--- src/fpl_pkg.sv ---
// Shared types and constants for the priority-level queue.
package fpl_pkg;

    localparam int VALUE_W  = 32;
    localparam int ACTION_W = 2;
    localparam int PRI_W    = 3;
    localparam int STATUS_W = 2;
    localparam int OCC_W    = 5;
    localparam int CAP_W    = 5;

    typedef enum logic [ACTION_W-1:0] {
        ACT_ENQ,
        ACT_DEQ,
        ACT_DEQ_PRI,
        ACT_PEEK
    } action_t;

    typedef enum logic [STATUS_W-1:0] {
        ST_OK,
        ST_FULL,
        ST_EMPTY,
        ST_BADPRI
    } status_t;

    typedef enum logic {
        FSM_IDLE,
        FSM_READ
    } fsm_t;

endpackage

--- src/fpl_ram.sv ---
// Generic single-write, single-read RAM with registered read data.
module fpl_ram #(
    parameter int WIDTH = 32,
    parameter int DEPTH = 16
) (
    input  logic                     aclk,
    input  logic                     we,
    input  logic [$clog2(DEPTH)-1:0] waddr,
    input  logic [WIDTH-1:0]         wdata,
    input  logic                     re,
    input  logic [$clog2(DEPTH)-1:0] raddr,
    output logic [WIDTH-1:0]         rdata
);

    logic [WIDTH-1:0] mem [DEPTH];

    // Write port and registered read port
    always_ff @(posedge aclk) begin
        if (we) begin
            mem[waddr] <= wdata;
        end
        if (re) begin
            rdata <= mem[raddr];
        end
    end

endmodule

--- src/fifo_with_priority_levels.sv ---
// Top level: priority queue, first-in first-out within each level; plain dequeue takes
// the oldest entry overall. Flow: on acceptance the value RAM is read and the result
// fields are captured; in the read state the result is registered on the output once
// the output register is free. No new item is accepted until that result is loaded.
// Reset: occupancy, level counts, slot flags, capacity and the output valid flag are
// cleared; RAM content is left as is, and an unwritten entry is never output.
module fifo_with_priority_levels #(
    parameter int STORE_DEPTH = 16,
    parameter int LEVEL_COUNT = 5
) (
    input  logic                          aclk,
    input  logic                          aresetn,
    input  logic                          cfg_wr_en,
    input  logic [fpl_pkg::CAP_W-1:0]     cfg_wr_data,
    input  logic                          s_valid,
    output logic                          s_ready,
    input  logic [fpl_pkg::ACTION_W-1:0]  s_action,
    input  logic signed [fpl_pkg::VALUE_W-1:0] s_value,
    input  logic [fpl_pkg::PRI_W-1:0]     s_priority_req,
    output logic                          m_valid,
    input  logic                          m_ready,
    output logic [fpl_pkg::STATUS_W-1:0]  m_status,
    output logic signed [fpl_pkg::VALUE_W-1:0] m_data_out,
    output logic [fpl_pkg::OCC_W-1:0]     m_occupancy
);

    localparam int IDX_W   = $clog2(STORE_DEPTH);
    localparam int COUNT_W = $clog2(STORE_DEPTH + 1);
    localparam int LVL_W   = $clog2(LEVEL_COUNT);
    localparam int LIM_W   = (COUNT_W > fpl_pkg::CAP_W) ? COUNT_W : fpl_pkg::CAP_W;

    // Slot bookkeeping: live flag, level, age among all and age within the level
    logic [STORE_DEPTH-1:0] live_reg, live_next;
    logic [LVL_W-1:0]       lvl_reg   [STORE_DEPTH];
    logic [LVL_W-1:0]       lvl_next  [STORE_DEPTH];
    logic [IDX_W-1:0]       grank_reg [STORE_DEPTH];
    logic [IDX_W-1:0]       grank_next[STORE_DEPTH];
    logic [IDX_W-1:0]       lrank_reg [STORE_DEPTH];
    logic [IDX_W-1:0]       lrank_next[STORE_DEPTH];
    logic [COUNT_W-1:0]     lcnt_reg  [LEVEL_COUNT];
    logic [COUNT_W-1:0]     lcnt_next [LEVEL_COUNT];
    logic [COUNT_W-1:0]     count_reg, count_next;
    logic [fpl_pkg::CAP_W-1:0] cap_reg;

    fpl_pkg::fsm_t    state_reg, state_next;
    fpl_pkg::status_t pst_reg, pst_next;
    logic             pzero_reg, pzero_next;
    logic [fpl_pkg::OCC_W-1:0] pocc_reg, pocc_next;

    logic                          m_valid_reg;
    fpl_pkg::status_t              m_status_reg;
    logic [fpl_pkg::VALUE_W-1:0]   m_data_reg;
    logic [fpl_pkg::OCC_W-1:0]     m_occ_reg;

    fpl_pkg::action_t   act;
    logic               accept, load_out;
    logic [LIM_W-1:0]   lim;
    logic               full, bad_pri, empty, enq_ok, do_remove;
    logic [LVL_W-1:0]   top_lvl, req_lvl, rem_lvl;
    logic [IDX_W-1:0]   sel_idx, free_idx, rem_grank, rem_lrank;
    logic [STORE_DEPTH-1:0] sel_hot;
    logic [fpl_pkg::VALUE_W-1:0] ram_rdata;

    assign act      = fpl_pkg::action_t'(s_action);
    assign s_ready  = (state_reg == fpl_pkg::FSM_IDLE);
    assign accept   = s_valid && s_ready;
    assign load_out = (state_reg == fpl_pkg::FSM_READ) && (!m_valid_reg || m_ready);

    // Effective capacity: zero or above depth means full depth
    always_comb begin
        if (cap_reg == '0 || LIM_W'(cap_reg) > LIM_W'(STORE_DEPTH)) begin
            lim = LIM_W'(STORE_DEPTH);
        end else begin
            lim = LIM_W'(cap_reg);
        end
    end

    assign full      = LIM_W'(count_reg) >= lim;
    assign bad_pri   = {1'b0, s_priority_req} >= (fpl_pkg::PRI_W + 1)'(LEVEL_COUNT);
    assign empty     = (count_reg == '0);
    assign enq_ok    = (act == fpl_pkg::ACT_ENQ) && !full && !bad_pri;
    assign do_remove = (act == fpl_pkg::ACT_DEQ || act == fpl_pkg::ACT_DEQ_PRI) && !empty;
    assign req_lvl   = s_priority_req[LVL_W-1:0];

    // Find the highest level that holds entries
    always_comb begin
        top_lvl = '0;
        for (int l = 0; l < LEVEL_COUNT; l++) begin
            if (lcnt_reg[l] != '0) begin
                top_lvl = LVL_W'(l);
            end
        end
    end

    // Select the target slot: oldest overall, or oldest of the top level
    always_comb begin
        sel_idx = '0;
        for (int i = 0; i < STORE_DEPTH; i++) begin
            if (act == fpl_pkg::ACT_DEQ) begin
                sel_hot[i] = live_reg[i] && (grank_reg[i] == '0);
            end else begin
                sel_hot[i] = live_reg[i] && (lvl_reg[i] == top_lvl) && (lrank_reg[i] == '0);
            end
            if (sel_hot[i]) begin
                sel_idx = sel_idx | IDX_W'(i);
            end
        end
    end

    // Lowest free slot for an enqueue
    always_comb begin
        free_idx = '0;
        for (int i = STORE_DEPTH - 1; i >= 0; i--) begin
            if (!live_reg[i]) begin
                free_idx = IDX_W'(i);
            end
        end
    end

    assign rem_lvl   = lvl_reg[sel_idx];
    assign rem_grank = grank_reg[sel_idx];
    assign rem_lrank = lrank_reg[sel_idx];

    // Next slot bookkeeping: add on enqueue, drop and re-age on removal
    always_comb begin
        live_next  = live_reg;
        lvl_next   = lvl_reg;
        grank_next = grank_reg;
        lrank_next = lrank_reg;
        lcnt_next  = lcnt_reg;
        count_next = count_reg;
        if (accept && enq_ok) begin
            live_next[free_idx]  = 1'b1;
            lvl_next[free_idx]   = req_lvl;
            grank_next[free_idx] = count_reg[IDX_W-1:0];
            lrank_next[free_idx] = lcnt_reg[req_lvl][IDX_W-1:0];
            lcnt_next[req_lvl]   = lcnt_reg[req_lvl] + 1'b1;
            count_next           = count_reg + 1'b1;
        end else if (accept && do_remove) begin
            for (int i = 0; i < STORE_DEPTH; i++) begin
                if (live_reg[i] && grank_reg[i] > rem_grank) begin
                    grank_next[i] = grank_reg[i] - 1'b1;
                end
                if (live_reg[i] && lvl_reg[i] == rem_lvl && lrank_reg[i] > rem_lrank) begin
                    lrank_next[i] = lrank_reg[i] - 1'b1;
                end
            end
            live_next[sel_idx] = 1'b0;
            lcnt_next[rem_lvl] = lcnt_reg[rem_lvl] - 1'b1;
            count_next         = count_reg - 1'b1;
        end
    end

    // Pending result fields captured at acceptance
    always_comb begin
        pst_next   = pst_reg;
        pzero_next = pzero_reg;
        pocc_next  = pocc_reg;
        if (accept) begin
            pocc_next  = fpl_pkg::OCC_W'(count_next);
            pzero_next = 1'b1;
            if (act == fpl_pkg::ACT_ENQ) begin
                if (full) begin
                    pst_next = fpl_pkg::ST_FULL;
                end else if (bad_pri) begin
                    pst_next = fpl_pkg::ST_BADPRI;
                end else begin
                    pst_next = fpl_pkg::ST_OK;
                end
            end else if (empty) begin
                pst_next = fpl_pkg::ST_EMPTY;
            end else begin
                pst_next   = fpl_pkg::ST_OK;
                pzero_next = 1'b0;
            end
        end
    end

    // Next state
    always_comb begin
        state_next = state_reg;
        case (state_reg)
            fpl_pkg::FSM_IDLE: begin
                if (accept) begin
                    state_next = fpl_pkg::FSM_READ;
                end
            end
            fpl_pkg::FSM_READ: begin
                if (load_out) begin
                    state_next = fpl_pkg::FSM_IDLE;
                end
            end
            default: state_next = fpl_pkg::FSM_IDLE;
        endcase
    end

    // Value store
    fpl_ram #(
        .WIDTH (fpl_pkg::VALUE_W),
        .DEPTH (STORE_DEPTH)
    ) u_values (
        .aclk  (aclk),
        .we    (accept && enq_ok),
        .waddr (free_idx),
        .wdata (s_value),
        .re    (accept),
        .raddr (sel_idx),
        .rdata (ram_rdata)
    );

    // Control registers
    always_ff @(posedge aclk) begin
        if (!aresetn) begin
            state_reg   <= fpl_pkg::FSM_IDLE;
            live_reg    <= '0;
            count_reg   <= '0;
            cap_reg     <= '0;
            m_valid_reg <= 1'b0;
            for (int l = 0; l < LEVEL_COUNT; l++) begin
                lcnt_reg[l] <= '0;
            end
        end else begin
            state_reg <= state_next;
            live_reg  <= live_next;
            count_reg <= count_next;
            lcnt_reg  <= lcnt_next;
            if (cfg_wr_en) begin
                cap_reg <= cfg_wr_data;
            end
            if (load_out) begin
                m_valid_reg <= 1'b1;
            end else if (m_ready) begin
                m_valid_reg <= 1'b0;
            end
        end
    end

    // Payload registers
    always_ff @(posedge aclk) begin
        lvl_reg   <= lvl_next;
        grank_reg <= grank_next;
        lrank_reg <= lrank_next;
        pst_reg   <= pst_next;
        pzero_reg <= pzero_next;
        pocc_reg  <= pocc_next;
        if (load_out) begin
            m_status_reg <= pst_reg;
            m_data_reg   <= pzero_reg ? '0 : ram_rdata;
            m_occ_reg    <= pocc_reg;
        end
    end

    assign m_valid     = m_valid_reg;
    assign m_status    = m_status_reg;
    assign m_data_out  = m_data_reg;
    assign m_occupancy = m_occ_reg;

endmodule
--- config.mk ---
export PLATFORM = sky130hd
export DESIGN_NAME = fifo_with_priority_levels
export DESIGN_NICKNAME = d
export VERILOG_FILES = /design/src/fpl_pkg.sv /design/src/fpl_ram.sv /design/src/fifo_with_priority_levels.sv
export SDC_FILE = /design/constraint.sdc
export NUM_CORES = 1
export LEC_CHECK = 0
export ABC_AREA = 0
export BUFFER_PORTS_ARGS = -buffer_cell sky130_fd_sc_hd__buf_2
export CAP_MARGIN = 0
export CORE_MARGIN = 1
export CORE_UTILIZATION = 45
export CTS_BUF_LIST = sky130_fd_sc_hd__clkbuf_16
export CTS_CLUSTER_DIAMETER = 200
export DETAILED_ROUTE_END_ITERATION = 6
export GPL_TIMING_DRIVEN = 0
export PLACE_DENSITY = 0.64
export REMOVE_ABC_BUFFERS = 1
export SLEW_MARGIN = 20
export SYNTH_ARGS = -nofsm -noshare
export SYNTH_HDL_FRONTEND = slang
export SYNTH_SLANG_ARGS = --single-unit
export TNS_END_PERCENT = 5
--- constraint.sdc ---
create_clock -name aclk -period 17.5 [get_ports aclk]
set_clock_uncertainty 0.05 [all_clocks]
set_input_delay 0 -clock aclk [delete_from_list [all_inputs] [get_ports aclk]]
set_output_delay 0 -clock aclk [all_outputs]
set_load 0.01 [all_outputs]
==> results.ini <==
[outcome]
status=finished, final reports clean

[route]
avgViaCountPerCell=6.04
wl_per_cell_um=23.8
drt_iter0_drc=3200
route.detailed.drc=0
firstDrtPassIters=6
vias=30100
wirelength_um=118000
drtAntennaViolNets=0

[clocking]
cts_setup_buffers=0
htreeDepth=3
numCtsBuffers=86
clock-root-buffer=clkbuf_16
clock_latency_ns=0.67
clock_path_buffers=3
numClockSinks=820
cts_tree=built
clk_pin_slew_ns=0.07

[critical_path]
cp-start-kind=flop
critPathKind=flop to flop
cp.arrival_ns=8.63
endpoint_kind=flop
path_max_fanout=44
cp.required_ns=17.69

[pwr]
p_leak_nw=17.2
ir_drop_v=0.0000826
p_per_area_nw_per_um2=89.5

[yosys]
ys_seq_area_share_pct=59.3
synth.most_common_cell=nand2_1
synth-seq-cells=820
syn_inst=3594
synthTopCellsByCount=770 x nand2_1, 767 x edfxtp_1, 202 x ha_1
yosys_warnings=0
syn_area_sq_um=40600
synthTopCellsByArea=edfxtp_1 57%, nand2_1 7.1%, ha_1 6.2%
async_flop_share_pct=0
synth_ff_type=edfxtp_1
synth_largest_area_cell=edfxtp_1
synth_cell_types=79
avgSynthCellArea_sq_um=11.3
yosys.area.top_type_share_pct=56.7
synth_edf_count=767

[placement]
hpwl_um=73900
placed_cell_area_sq_um=43500
place.gp.congestion=0.905
port_buffers=87
dp.cells=4766

[die]
initial_core_util_pct=45.7
core_sq_um=88900
die_x_um=303
placementRows=109
die_h_um=303
dieArea_sq_um=91500
ios=88

[timing]
setup_viol_count_final=0
relSlewSlack_pct=12.6
fmax_ghz=0.119
fin_crit_ns=8.44
whs_ns=0.0629
rsz0062_at_grt=no
finalHoldViolCount=0
slew_violations=0
worstMarginPinSlew_ns=1.28
fin_crit_sh_pct=48.2
tns_ns=0

[layout]
largest_reg_flops=512
diodes=0
fill_cells=7546
drive_gt1_share_pct=11.1
design_area_sq_um=46900
syn_to_final_growth_pct=15.5
finalNonFillerCells=4978
nets=3990

[global_route]
grt_pass1_vias=28900
grt_first_pass_wirelength_um=177000
grt_max_degree=67
grt_overflow=0
antenna_found_initial=1
grt_usage_pct=25.5

[flow_run]
drv_cap=0

[hold_path]
hp-class=input port to flop

==> cell families (layout without fill, tap and decap cells) <==
group | Yosys count | in the layout | synth area share [%]
AOI/OAI and AO/OA | 696 | 696 | 11.4
xor gates and xnor gates | 123 | 123 | 2.65
adders and majority gates | 202 | 202 | 6.22
buffers and inverters | 323 | 542 | 3.14
DFF | 820 | 820 | 59.3
muxes | 56 | 56 | 1.39
and+or+nand+nor | 1374 | 1374 | 15.9
==> area by class of cell <==
cell class	instances	area [sq um]	share of cell area, %
clock buffers	88	2200	4.69
well taps	1165	1460	3.11
multi-input cells	2451	15400	32.9
repair buffers	273	2570	5.49
flip-flops and latches	820	24100	51.3
clock inverters	72	709	1.51
inverters	109	449	0.957
==> repair_timing <==
| action | in CTS | in global routing |
|---|---|---|
| resized for setup | 0 | 0 |
| hold endpoints to repair | 611 | 0 |
| hold buffers | 52 | 0 |
==> layout by cell type (no fill, tap or decap), types with 99 or more instances in the layout <==
cell	n
and3_1	107
buf_2	114
edfxtp_1	767
ha_1	201
inv_1	108
nand2_1	769
nand3_1	99
o21ai_0	141
o22ai_1	104
xnor2_1	115
==> metrics by stage <==
stage	total power (W)	utilization [%]	worst slack [ns]
floorplan	0.00227	-	-3.03
global placement	0.00234	46.9	-26.31
detailed placement	0.00236	48.9	9.24
CTS	0.00421	52.7	9.25
global route	0.00431	52.8	9.19
finish	0.00420	52.8	9.06
==> worst max-delay path, cell delays in order (launching register included) <==
cell and delay (ns):
dfxtp_1 0.34, or4_1 0.58, or2_2 0.60, nor2_2 0.54, nand3b_1 0.13, a2111oi_0 1.12, or4_1 0.36, or4_4 0.65
buf_12 0.31, buf_12 0.27, a21oi_1 0.11, a211oi_1 0.75, a21oi_1 0.17, a21oi_4 0.35, ha_1 0.30, a41oi_1 0.23
nand3_1 0.14, o41ai_1 0.96
==> final timing paths <==
kind | from | end | slack (ns) | depth (start not counted)
worst max-delay path | lcnt_reg[0]$_SDFFE_PN0P_ | lrank_reg[62]$_DFFE_PP_ | 9.06 | 17
worst max register to register | lcnt_reg[0]$_SDFFE_PN0P_ | lrank_reg[62]$_DFFE_PP_ | 9.06 | 17
worst min register to register | pocc_reg[4]$_DFFE_PP_ | m_occupancy[4]$_DFFE_PP_ | 0.37 | 0
worst min-delay path | s_action[0] | pst_reg[1]$_DFFE_PP_ | 0.06 | 5
==> power breakdown <==
part	switching (W)	total, W	internal [W]
logic	0.000107	0.000159	0.0000521
registers	0.0000108	0.00217	0.00216
clock network	0.000801	0.00187	0.00107
==> metal layers <==
metal	GRT usage, %	routed length, um	up-vias
met5	0	0	-
met4	9.20	4030	0
met3	3.79	9390	260
met2	41.1	55000	1358
met1	35.1	50000	14700
li1	-	-	13700
Power figures use the tool's default switching activity.
